===== src/hw/rtl/lpc_synthesis_deemphasis_postfilter_defines.svh =====
// Assertion macros shared by the postfilter RTL.
`ifndef LPC_SYNTHESIS_DEEMPHASIS_POSTFILTER_DEFINES_SVH
`define LPC_SYNTHESIS_DEEMPHASIS_POSTFILTER_DEFINES_SVH

// Same-cycle implication, checked outside reset.
`define LSDP_ASSERT_IMP(lbl, ante, cons, msg) \
    lbl: assert property (@(posedge i_clk) disable iff (!i_rst_n) (ante) |-> (cons)) \
        else $error(msg);

// Next-cycle implication, checked outside reset.
`define LSDP_ASSERT_NEXT(lbl, ante, cons, msg) \
    lbl: assert property (@(posedge i_clk) disable iff (!i_rst_n) (ante) |=> (cons)) \
        else $error(msg);

`endif


===== src/hw/rtl/lsdp_pkg.sv =====
// Types, constants and helpers shared by the postfilter modules.
`default_nettype none
package lsdp_pkg;

    localparam int OPC_W   = 2;
    localparam int IDX_W   = 4;
    localparam int VAL_W   = 16;
    localparam int SMP_W   = 24;
    localparam int DCOEF_W = 15;
    localparam int PROD_W  = SMP_W + VAL_W;
    localparam int ACC_W   = 46;

    localparam logic [OPC_W-1:0] OP_LOAD_COEF = 2'd0;
    localparam logic [OPC_W-1:0] OP_LOAD_GAIN = 2'd1;
    localparam logic [OPC_W-1:0] OP_SAMPLE    = 2'd2;

    localparam logic [VAL_W-1:0]   GAIN_RESET  = 16'd1024;
    localparam logic [DCOEF_W-1:0] DCOEF_RESET = 15'd27853;

    localparam logic signed [ACC_W-1:0] SAT_MAX = 46'sd8388607;
    localparam logic signed [ACC_W-1:0] SAT_MIN = -46'sd8388608;

    typedef enum logic [3:0] {
        S_IDLE   = 4'b0001,
        S_MAC    = 4'b0010,
        S_ROUND  = 4'b0100,
        S_DEEMPH = 4'b1000
    } t_state;

    typedef struct packed {
        logic init;
        logic mul_en;
        logic acc_en;
    } t_mac_ctl;

    typedef struct packed {
        logic                    clip;
        logic signed [SMP_W-1:0] val;
    } t_sat;

    function automatic t_sat sat24(input logic signed [ACC_W-1:0] v);
        t_sat r;
        r.clip = 1'b0;
        r.val  = v[SMP_W-1:0];
        if (v > SAT_MAX) begin
            r.clip = 1'b1;
            r.val  = SAT_MAX[SMP_W-1:0];
        end else if (v < SAT_MIN) begin
            r.clip = 1'b1;
            r.val  = SAT_MIN[SMP_W-1:0];
        end
        return r;
    endfunction

endpackage
`default_nettype wire


===== src/hw/rtl/lpc_synthesis_deemphasis_postfilter.sv =====
// LPC all-pole synthesis filter with gain scaling and de-emphasis, top level.
//
// Input stream (s side): tuser carries the opcode, tdata carries coef_index
// and value. Load-coefficient and load-gain transfers produce nothing. A sample
// transfer runs the sequencer: one read of the coefficient and history
// memories per tap, a registered multiply and a subtract per tap, then
// rounding, the history write and de-emphasis.
// Output stream (m side): tdata carries sample_out, tuser the clip flag.
// A sample transfer passes through the tap walk, rounding and de-emphasis to
// the output register. A sample holds o_s_tready low until the sequencer is
// back in idle, so the next sample is not taken before the last one leaves
// de-emphasis; the memory read ports walking the taps set the pace. The output
// register lets the next item in while a result waits; if the receiver stalls
// with a result still held, the next sample parks in the de-emphasis step
// until the output register frees up. The de-emphasis coefficient port writes
// on any cycle with i_cfg_wr_en high. Synchronous reset clears the history and
// coefficients through valid bits, restores gain to 1.0 and the
// de-emphasis coefficient to 0.85; no clearing pass is needed.
`default_nettype none
`include "lpc_synthesis_deemphasis_postfilter_defines.svh"
module lpc_synthesis_deemphasis_postfilter
    import lsdp_pkg::*;
#(
    parameter int ORDER = 16
) (
    input  wire logic               i_clk,
    input  wire logic               i_rst_n,
    // input stream
    input  wire logic               i_s_tvalid,
    output logic                    o_s_tready,
    input  wire logic [23:0]        i_s_tdata,     // [3:0] coef_index, [19:4] value
    input  wire logic [OPC_W-1:0]   i_s_tuser,     // [1:0] opcode
    // output stream
    output logic                    o_m_tvalid,
    input  wire logic               i_m_tready,
    output logic [SMP_W-1:0]        o_m_tdata,     // [23:0] sample_out
    output logic                    o_m_tuser,     // [0] saturated
    // configuration
    input  wire logic               i_cfg_wr_en,
    input  wire logic [DCOEF_W-1:0] i_cfg_wr_data
);

    localparam int AW = (ORDER > 1) ? $clog2(ORDER) : 1;
    localparam int CW = $clog2(ORDER + 2);
    localparam logic [AW-1:0] LAST_SLOT = AW'(ORDER - 1);
    localparam logic [CW-1:0] CNT_ORDER = CW'(ORDER);
    localparam logic [CW-1:0] CNT_LAST  = CW'(ORDER + 1);

    // unpacked input fields
    logic [OPC_W-1:0]        w_opcode;
    logic [IDX_W-1:0]        w_idx;
    logic signed [VAL_W-1:0] w_value;
    logic [31:0]             w_idx32;
    logic                    w_s_xfer;
    logic                    w_out_free;

    assign w_opcode = i_s_tuser;
    assign w_idx    = i_s_tdata[IDX_W-1:0];
    assign w_value  = i_s_tdata[IDX_W +: VAL_W];
    assign w_idx32  = 32'(w_idx);

    // control and payload registers
    t_state                   r_state, n_state;
    logic [CW-1:0]            r_cnt, n_cnt;
    logic [AW-1:0]            r_head, r_rptr;
    logic [VAL_W-1:0]         r_gain;
    logic [DCOEF_W-1:0]       r_dcoef;
    logic signed [31:0]       r_gprod;
    logic signed [SMP_W-1:0]  r_s;
    logic                     r_clip;
    logic signed [PROD_W-1:0] r_dprod;
    logic signed [SMP_W-1:0]  r_dmem;
    logic                     r_out_vld;
    logic [SMP_W-1:0]         r_out_data;
    logic                     r_out_sat;

    assign o_s_tready = (r_state == S_IDLE);
    assign w_s_xfer   = i_s_tvalid && o_s_tready;
    assign w_out_free = !r_out_vld || i_m_tready;

    // pointer arithmetic around the circular history
    logic [AW-1:0] w_head_inc, w_rptr_dec;
    assign w_head_inc = (r_head == LAST_SLOT) ? '0 : r_head + AW'(1);
    assign w_rptr_dec = (r_rptr == '0) ? LAST_SLOT : r_rptr - AW'(1);

    // coefficient store: write on load transfers in range, read tap by tap
    logic                    w_coef_we;
    logic [VAL_W-1:0]        w_coef_q;
    assign w_coef_we = w_s_xfer && (w_opcode == OP_LOAD_COEF) && (w_idx32 < ORDER);

    lsdp_vram #(.DEPTH(ORDER), .W(VAL_W)) u_coef_ram (
        .i_clk   (i_clk),
        .i_rst_n (i_rst_n),
        .i_we    (w_coef_we),
        .i_waddr (w_idx32[AW-1:0]),
        .i_wdata (w_value),
        .i_raddr (r_cnt[AW-1:0]),
        .o_rdata (w_coef_q)
    );

    // synthesis history: newest at r_head, walk backward during the taps
    logic                    w_hist_we;
    logic [SMP_W-1:0]        w_hist_q;
    t_sat                    w_syn;
    assign w_hist_we = (r_state == S_ROUND);

    lsdp_vram #(.DEPTH(ORDER), .W(SMP_W)) u_hist_ram (
        .i_clk   (i_clk),
        .i_rst_n (i_rst_n),
        .i_we    (w_hist_we),
        .i_waddr (w_head_inc),
        .i_wdata (w_syn.val),
        .i_raddr (r_rptr),
        .o_rdata (w_hist_q)
    );

    // gain-scaled excitation, rounded to Q8.15 and moved to 27 fraction bits
    logic signed [32:0]      w_gsum;
    logic signed [ACC_W-1:0] w_init;
    assign w_gsum = 33'(r_gprod) + 33'sd512;
    assign w_init = ACC_W'(w_gsum >>> 10) <<< 12;

    t_mac_ctl                w_mac_ctl;
    logic signed [ACC_W-1:0] w_acc;
    always_comb begin
        w_mac_ctl.init   = (r_state == S_MAC) && (r_cnt == '0);
        w_mac_ctl.mul_en = (r_state == S_MAC) && (r_cnt != '0) && (r_cnt <= CNT_ORDER);
        w_mac_ctl.acc_en = (r_state == S_MAC) && (r_cnt > CW'(1));
    end

    lsdp_mac u_mac (
        .i_clk  (i_clk),
        .i_ctl  (w_mac_ctl),
        .i_init (w_init),
        .i_hist (w_hist_q),
        .i_coef (w_coef_q),
        .o_acc  (w_acc)
    );

    // round and clip the synthesis sum
    logic signed [ACC_W-1:0] w_rsum;
    assign w_rsum = w_acc + ACC_W'(2048);
    assign w_syn  = sat24(w_rsum >>> 12);

    // de-emphasis: y = s + round(coef * previous y)
    logic signed [PROD_W-1:0] w_dsum;
    logic signed [ACC_W-1:0]  w_y;
    t_sat                     w_de;
    assign w_dsum = r_dprod + PROD_W'(16384);
    assign w_y    = ACC_W'(r_s) + ACC_W'(w_dsum >>> 15);
    assign w_de   = sat24(w_y);

    // sequencer
    always_comb begin
        n_state = r_state;
        n_cnt   = r_cnt;
        case (r_state)
            S_IDLE: begin
                n_cnt = '0;
                if (w_s_xfer && (w_opcode == OP_SAMPLE)) begin
                    n_state = S_MAC;
                end
            end
            S_MAC: begin
                n_cnt = r_cnt + CW'(1);
                if (r_cnt == CNT_LAST) begin
                    n_state = S_ROUND;
                end
            end
            S_ROUND: begin
                n_state = S_DEEMPH;
            end
            S_DEEMPH: begin
                if (w_out_free) begin
                    n_state = S_IDLE;
                end
            end
            default: begin
                n_state = S_IDLE;
            end
        endcase
    end

    always_ff @(posedge i_clk) begin
        if (!i_rst_n) begin
            r_state   <= S_IDLE;
            r_cnt     <= '0;
            r_head    <= '0;
            r_rptr    <= '0;
            r_gain    <= GAIN_RESET;
            r_dcoef   <= DCOEF_RESET;
            r_dmem    <= '0;
            r_out_vld <= 1'b0;
        end else begin
            r_state <= n_state;
            r_cnt   <= n_cnt;
            if (i_cfg_wr_en) begin
                r_dcoef <= i_cfg_wr_data;
            end
            if (w_s_xfer && (w_opcode == OP_LOAD_GAIN)) begin
                // clamp a negative gain to zero
                r_gain <= w_value[VAL_W-1] ? '0 : w_value;
            end
            if (r_state == S_IDLE) begin
                r_rptr <= r_head;
            end else if (r_state == S_MAC) begin
                r_rptr <= w_rptr_dec;
            end
            if (r_state == S_ROUND) begin
                r_head <= w_head_inc;
            end
            if ((r_state == S_DEEMPH) && w_out_free) begin
                r_out_vld <= 1'b1;
                r_dmem    <= w_de.val;
            end else if (i_m_tready) begin
                r_out_vld <= 1'b0;
            end
        end
    end

    // payload registers
    always_ff @(posedge i_clk) begin
        if (w_s_xfer) begin
            r_gprod <= w_value * $signed(r_gain);
        end
        if (r_state == S_ROUND) begin
            r_s     <= w_syn.val;
            r_clip  <= w_syn.clip;
            r_dprod <= $signed({1'b0, r_dcoef}) * r_dmem;
        end
        if ((r_state == S_DEEMPH) && w_out_free) begin
            r_out_data <= w_de.val;
            r_out_sat  <= r_clip || w_de.clip;
        end
    end

    assign o_m_tvalid = r_out_vld;
    assign o_m_tdata  = r_out_data;
    assign o_m_tuser  = r_out_sat;

    `LSDP_ASSERT_IMP(a_out_from_deemph, $rose(o_m_tvalid), $past(r_state) == S_DEEMPH, "result appeared outside de-emphasis step")
    `LSDP_ASSERT_NEXT(a_sample_starts_mac, w_s_xfer && (w_opcode == OP_SAMPLE), (r_state == S_MAC) && (r_cnt == '0), "sample transfer did not start the tap walk")
    `LSDP_ASSERT_IMP(a_cnt_bound, r_state == S_MAC, r_cnt <= CNT_LAST, "tap counter ran past the last tap")

endmodule
`default_nettype wire


===== src/hw/rtl/lsdp_vram.sv =====
// Synchronous memory with per-entry valid bits; unwritten entries read as zero.
`default_nettype none
module lsdp_vram
    import lsdp_pkg::*;
#(
    parameter  int DEPTH = 16,
    parameter  int W     = 16,
    localparam int AW    = (DEPTH > 1) ? $clog2(DEPTH) : 1
) (
    input  wire logic          i_clk,
    input  wire logic          i_rst_n,
    input  wire logic          i_we,
    input  wire logic [AW-1:0] i_waddr,
    input  wire logic [W-1:0]  i_wdata,
    input  wire logic [AW-1:0] i_raddr,
    output logic      [W-1:0]  o_rdata
);

    logic [W-1:0]     r_mem [DEPTH];
    logic [DEPTH-1:0] r_vld;
    logic [W-1:0]     r_q;
    logic             r_q_vld;

    always_ff @(posedge i_clk) begin
        if (i_we) begin
            r_mem[i_waddr] <= i_wdata;
        end
        r_q <= r_mem[i_raddr];
    end

    always_ff @(posedge i_clk) begin
        if (!i_rst_n) begin
            r_vld   <= '0;
            r_q_vld <= 1'b0;
        end else begin
            if (i_we) begin
                r_vld[i_waddr] <= 1'b1;
            end
            r_q_vld <= r_vld[i_raddr];
        end
    end

    assign o_rdata = r_q_vld ? r_q : '0;

endmodule
`default_nettype wire


===== src/hw/rtl/lsdp_mac.sv =====
// Multiply-accumulate unit: registered product, then subtract into the accumulator.
`default_nettype none
module lsdp_mac
    import lsdp_pkg::*;
(
    input  wire logic                    i_clk,
    input  wire t_mac_ctl                i_ctl,
    input  wire logic signed [ACC_W-1:0] i_init,
    input  wire logic signed [SMP_W-1:0] i_hist,
    input  wire logic signed [VAL_W-1:0] i_coef,
    output logic signed      [ACC_W-1:0] o_acc
);

    logic signed [PROD_W-1:0] r_prod;
    logic signed [ACC_W-1:0]  r_acc;

    always_ff @(posedge i_clk) begin
        if (i_ctl.mul_en) begin
            r_prod <= i_hist * i_coef;
        end
        if (i_ctl.init) begin
            r_acc <= i_init;
        end else if (i_ctl.acc_en) begin
            r_acc <= r_acc - ACC_W'(r_prod);
        end
    end

    assign o_acc = r_acc;

endmodule
`default_nettype wire

===== config.mk =====
export PLATFORM = sky130hd
export DESIGN_NAME = lpc_synthesis_deemphasis_postfilter
export DESIGN_NICKNAME = d
export VERILOG_FILES = /design/src/hw/rtl/lsdp_pkg.sv /design/src/hw/rtl/lpc_synthesis_deemphasis_postfilter.sv /design/src/hw/rtl/lsdp_vram.sv /design/src/hw/rtl/lsdp_mac.sv
export VERILOG_INCLUDE_DIRS = /design/src /design/src/hw/rtl
export SDC_FILE = /design/constraint.sdc
export NUM_CORES = 2
export LEC_CHECK = 0
export ABC_CLOCK_PERIOD_IN_PS = 18200
export BUFFER_PORTS_ARGS = -buffer_cell sky130_fd_sc_hd__buf_2
export CAP_MARGIN = 25
export CORE_MARGIN = 2
export CORE_UTILIZATION = 35
export CTS_CLUSTER_DIAMETER = 150
export DETAILED_ROUTE_END_ITERATION = 7
export PLACE_DENSITY_LB_ADDON = 0.12
export SLEW_MARGIN = 10
export SYNTH_ARGS = -nofsm -noshare
export SYNTH_HDL_FRONTEND = slang
export SYNTH_SLANG_ARGS = --single-unit

===== constraint.sdc =====
create_clock -name i_clk -period 18.2 [get_ports i_clk]
set_input_delay 0.91 -clock i_clk [delete_from_list [all_inputs] [get_ports i_clk]]
set_output_delay 0.91 -clock i_clk [all_outputs]
set_load 0.005 [all_outputs]

# Word level (Yosys, flattened, before mapping)
# Memory sizes are Yosys's and may differ from the RTL's. A register that Yosys moved wholly into a read port is not among the register bits.
# Cells that the tools add are included.
[word_totals]
reg_bits = 314
ram_bits = 640
input_bits = 46
out_inout_bits = 27
memories = 2
[mem_list]
columns = ["memory", "words", "word_bits", "read_ports", "rd_clocked_by_memory_dff", "wr", "line", "text"]
rows = [
  ["u_hist_ram.r_mem", 16, 24, 1, 1, 1, "lsdp_vram.sv:19", "logic [W-1:0] r_mem [DEPTH];"],
  ["u_coef_ram.r_mem", 16, 16, 1, 1, 1, "lsdp_vram.sv:19", ""],
]
[op_classes]
n_addsub = 8
multipliers = 3
magnitude_cmp = 13
n_eq_ne = 11
mux = 32
bitwise_logic = 2
n_reduce_logical = 23
[ops]
columns = ["cell", "n"]
rows = [
  ["46-bit two-way mux", 2],
  ["25-bit two-way mux", 3],
  ["24-bit two-way mux", 2],
  ["46-bit by 13-bit adder with 46-bit output, second input constant", 1],
  ["46-bit by 40-bit subtractor with 46-bit output", 1],
  ["40-bit by 16-bit adder with 40-bit output, second input constant", 1],
  ["16-bit by 24-bit multiplier with 40-bit output", 1],
  ["24-bit by 16-bit multiplier with 40-bit output", 1],
  ["34-bit by 24-bit greater-than comparator with 1-bit output, second input constant", 1],
  ["34-bit by 24-bit < comparator with 1-bit output, second input constant", 1],
  ["32-bit by 11-bit adder with 33-bit output, second input constant", 1],
  ["16-bit by 16-bit multiplier with 32-bit output", 1],
  ["16-bit OR", 2],
  ["4-bit two-way mux", 7],
  ["24-bit by 25-bit adder with 26-bit output", 1],
  ["26-bit by 24-bit greater-than comparator with 1-bit output, second input constant", 1],
  ["26-bit by 24-bit < comparator with 1-bit output, second input constant", 1],
  ["4-bit by 5-bit < comparator with 1-bit output, second input constant", 5],
  ["16-bit two-way mux", 1],
  ["4-bit one-hot mux with 4 select lines", 1],
  ["15-bit two-way mux", 1],
  ["1-bit logical AND", 12],
  ["1-bit two-way mux", 10],
  ["5-bit one-hot mux with 2 select lines", 1],
  ["other kinds (25)", 33],
]

# Logic depth before layout (Yosys ltp)
[logic_depth]
depth_word = 7
mapped_depth = 28
depth_no_buf = 25

# Modules after synthesis
# Synthesis repeated with hierarchy kept, for this count alone.
[unflattened]
hier_cells = 6782
area_unflattened_um2 = 77210.3
[by_module_without_submodules]
columns = ["mod", "n_inst", "cells_per_inst", "area_each_um2", "seq_area_each_um2"]
rows = [
  ["lpc_synthesis_deemphasis_postfilter", 1, 3402, 31211.2, 4414.2],
  ["lsdp_mac", 1, 2163, 19566.3, 2582.5],
  ["lsdp_vram (u_hist_ram)", 1, 714, 15701.3, 12351.8],
  ["lsdp_vram (u_coef_ram)", 1, 503, 10731.5, 8348.0],
]

# Least setup slack after synthesis
# No wires, ideal clock.
[synth_path]
path_kind = "input port to flip-flop"
from = "input port i_s_tdata[19]"
to = "register r_gprod[31], data pin"
setup_time_ns = 0.260
arrival_ns = 6.549
setup_slack_ns = 11.391
stages = 24
n_path_buf = 3
cell_sequence = "clkbuf_1 -> clkbuf_1 -> nand2_1 -> inv_1 -> fa_1 -> fa_1 -> inv_1 -> fa_1 -> fa_1 -> fa_1 -> fa_1 -> inv_1 -> ha_1 -> clkbuf_1 -> a21o_1 -> a21oi_1 -> nor2b_1 -> nor2_1 -> nor2_1 -> a21oi_1 -> o31ai_4 -> nor4_1 -> nor3_2 -> xnor2_1"
[synth_between]
elab_chain_cells = 1
[synth_rtl]
columns = ["item", "line", "text"]
rows = [
  ["start: declaration", "lpc_synthesis_deemphasis_postfilter.sv:31", "input wire logic [23:0] i_s_tdata,"],
  ["16-bit by 16-bit multiplier with 32-bit output", "lpc_synthesis_deemphasis_postfilter.sv:224", "r_gprod <= w_value * $signed(r_gain);"],
  ["end signal: assignment", "lpc_synthesis_deemphasis_postfilter.sv:224", ""],
  ["end: declaration", "lpc_synthesis_deemphasis_postfilter.sv:68", "logic signed [31:0] r_gprod;"],
]
# No other way between the ends.
# A chain may end at the register's enable or synchronous reset.

# Worst setup path after layout
[layout_path]
from = "register u_hist_ram.r_q_vld"
to = "register u_mac.r_prod[39], data pin"
[layout_between]
elab_chain_cells = 2
[layout_rtl]
columns = ["item", "line", "text"]
rows = [
  ["start: declaration", "lsdp_vram.sv:22", "logic r_q_vld;"],
  ["start signal: assignment", "lsdp_vram.sv:39", "r_q_vld <= r_vld[i_raddr];"],
  ["24-bit two-way mux", "lsdp_vram.sv:43", "assign o_rdata = r_q_vld ? r_q : '0;"],
  ["24-bit by 16-bit multiplier with 40-bit output", "lsdp_mac.sv:19", "r_prod <= i_hist * i_coef;"],
  ["end signal: assignment", "lsdp_mac.sv:19", ""],
  ["end: declaration", "lsdp_mac.sv:14", "logic signed [PROD_W-1:0] r_prod;"],
]
# No other way between the ends.

==> qor.txt <==
Die area = 221000 sq um
Vias = 47100
Mapped Nets = 7972
CP arrival = 8.48 ns
Max FO, Critical Path = 50
Minimum clock period = 8.02 ns
Starting Density = 35.1%
Outcome = finished clean
Final ANT Viol Nets = 0
DR WL/cell = 21.3 um
DRT Wirelength = 203 mm
Vias in the first global route = 50900
Pin count of the biggest net entering global routing = 67
CP cell instances = buf_4, and2_1, nand2_1, fa_1, fa_1, fa_1, inv_1, fa_1, fa_1, inv_1, fa_1, inv_1, ha_1, a211oi_1, o21ai_0, a22oi_1, a221oi_1, a21oi_1, buf_4, a21oi_1, o221ai_1, o21ai_1, o41ai_1, xnor2_1
Layout cells sized above 1 = 9.55%
I/O pin total = 73
Clock transition at path regs = 0.06 ns
Initial drt markers = 3089
Class of the worst hold path = input pin to register
Most common cell after layout, fill and taps aside = inv_1
Critical path class = register to register
Register bit total from synthesis = 971
Horiz. Die Dim = 470 um
Layout area overhead = 9.95%
Highest clock rate = 125 MHz
Via density = 4.93
Clock sinks = 971
Clock latency on the worst-skew pair = 0.79 ns
Final HPWL DP = 146 mm
Grt total ovfl = 0
Core Footprint = 217000 sq um
Setup TNS = 0 ns
Slew HR = 32.2%
Initial antenna violation count = 6
Seq/Total Area, Yosys = 36.3%
Fill count = 21000
CTS tree = done
Synthesized area per cell = 11.5 sq um
Postcts setup bufs = 0
CP max-delay cell = and2_1
Most frequent cells in the layout = inv_1, fa_1, edfxtp_1
Post-CTS Hold Fix Bufs = 0
Total track usage = 18.7%
Max-capacitance violation count = 0
Power Total = 5.11 mW
Post-Synthesis Cells = 6601
Synth Flop Type = edfxtp_1
CTS root buffer = clkbuf_16
Worst ir drop on vdd = 0.0000885 V
First-pass GRT wire length = 316 mm
Most used cell along the critical path = fa_1
Async SR Flop Fraction = 0%
Final layout net count = 7976
Post-CTS sizing = 0
Clock Tree Buf Depth = 3
Setup Skew = 0.0971 ns
Leakage = 33.6 nW
Standard-cell rows = 171
Yosys cell types = 89
DRC = 0
Drt pass-1 iters = 5
Die Span Y = 470 um
Setup violations, final = 0
EDFF count, synth = 813
Max incr delay on CP = 0.66 ns
Fin crit share = 44.0%
H-tree depth = 3
RSZ-0062 raised after global routing = false
# port buffers = 68
Startpoint types = register
CP endpoint kind = register
PwrDens = 61.1 nW/um^2
Final GP Congestion = 0.833
Area of the mapped netlist = 76000 sq um
Worst Tran Pin Value = 1.02 ns
Inserted Clock Buffers = 110
Hold Violations, Final = 0
Slew Viols, Final = 0
Worst path required time = 18.66 ns
Synth warn = 0
==> Yosys cell counts, types with 28 or more instances <==
master,count,share of area (%)
a21o_1,74,0.73
a21oi_1,168,1.1
and2_1,285,2.3
and3_1,34,0.28
clkbuf_1,241,1.2
dfxtp_1,158,4.2
edfxtp_1,813,32
fa_1,970,26
ha_1,355,5.8
inv_1,1248,6.2
mux4_2,210,6.2
nand2_1,782,3.9
nand2b_1,29,0.24
nand3_1,77,0.51
nand4_1,31,0.26
nor2_1,315,1.6
nor2b_1,39,0.32
nor3_1,34,0.22
o21a_1,48,0.47
o21ai_0,112,0.74
o21ai_1,29,0.19
o22ai_1,28,0.23
xnor2_1,154,1.8
xor2_1,77,0.89
==> worst paths after layout <==
| path | from | to | slack (ns) | cells after the start |
|---|---|---|---|---|
| worst max register to register | u_hist_ram.r_q_vld$_SDFF_PN0_ | u_mac.r_prod[39]$_DFFE_PP_ | 10.18 | 24 |
| worst min register to register | u_hist_ram.r_vld[2]$_SDFFE_PN0P_ | u_hist_ram.r_vld[2]$_SDFFE_PN0P_ | 0.46 | 1 |
| worst min-delay path | i_cfg_wr_data[11] | r_dcoef[11]$_SDFFE_PN1P_ | 0.37 | 3 |
| worst max-delay path | u_hist_ram.r_q_vld$_SDFF_PN0_ | u_mac.r_prod[39]$_DFFE_PP_ | 10.18 | 24 |
==> state kept, by name, summed over array words and instances (netlist names), 16 cells and up <==
register and flops:
u_hist_ram.r_mem 384, u_coef_ram.r_mem 256, u_mac.o_acc 46, u_mac.r_prod 40
r_dprod 26, o_m_tdata 24, r_dmem 24, r_s 24
u_hist_ram.r_q 24, r_gprod 23, u_coef_ram.r_q 16, u_coef_ram.r_vld 16
u_hist_ram.r_vld 16
==> metal layers <==
| layer | routed length [um] | GRT usage, % |
|---|---|---|
| met1 | 98000 | 27.5 |
| met2 | 93200 | 29.7 |
| met3 | 7820 | 2.10 |
| met4 | 4460 | 4.35 |
| met5 | 0 | 0 |
==> where the power goes <==
group	total [mW]	leakage (nW)	internal [mW]	switching, mW
logic	0.405	23.2	0.152	0.253
clock network	2.23	1.77	1.27	0.957
registers	2.47	8.63	2.44	0.0311
==> stage by stage <==
| stage | instances | cell area [sq um] | hold WS (ns) | worst slack, ns | utilization (%) |
|---|---|---|---|---|---|
| 2_1_floorplan | 6601 | 76000 | 0.429 | 11.39 | - |
| 3_3_place_gp | 9337 | 79800 | 0.439 | 10.23 | 36.8 |
| 3_5_place_dp | 9342 | 79800 | 0.451 | 10.25 | 36.9 |
| 4_1_cts | 9549 | 83500 | 0.292 | 10.15 | 38.6 |
| 5_1_grt | 9555 | 83600 | 0.328 | 9.75 | 38.6 |
| 6_report | 9555 | 83600 | 0.373 | 10.18 | 38.6 |
==> logic make-up (layout without fill, tap and decap cells) <==
family	count (synthesis)	in the layout	share of synthesized area, %
simple gates	1696	1696	10.3
buf+inv	1522	1621	7.57
fa+ha+maj	1325	1325	31.4
flops	971	971	36.3
compound gates	628	628	5.36
xor+xnor	232	232	2.68
mux	227	227	6.44
other cells	0	1	0
==> layout make-up <==
type	instances	area, sq um	share of cell area [%]
multi-input cells	4108	42900	51.4
clock inverters	59	637	0.762
clock buffers	148	3020	3.61
flip-flops and latches	971	27600	33.0
repair buffers	163	1140	1.36
inverters	1251	4700	5.62
well taps	2854	3570	4.27
diodes	1	2.50	0.00299
==> worst max-delay path: cells and delay by family, from the launching register on <==
kind | cells | cell delay, ns
flops | 1 | 0.33
xor+xnor | 1 | 0.12
fa+ha+maj | 7 | 3.51
compound gates | 9 | 2.08
buf+inv | 5 | 0.75
simple gates | 2 | 0.85
(Power assumes the default switching activity.)
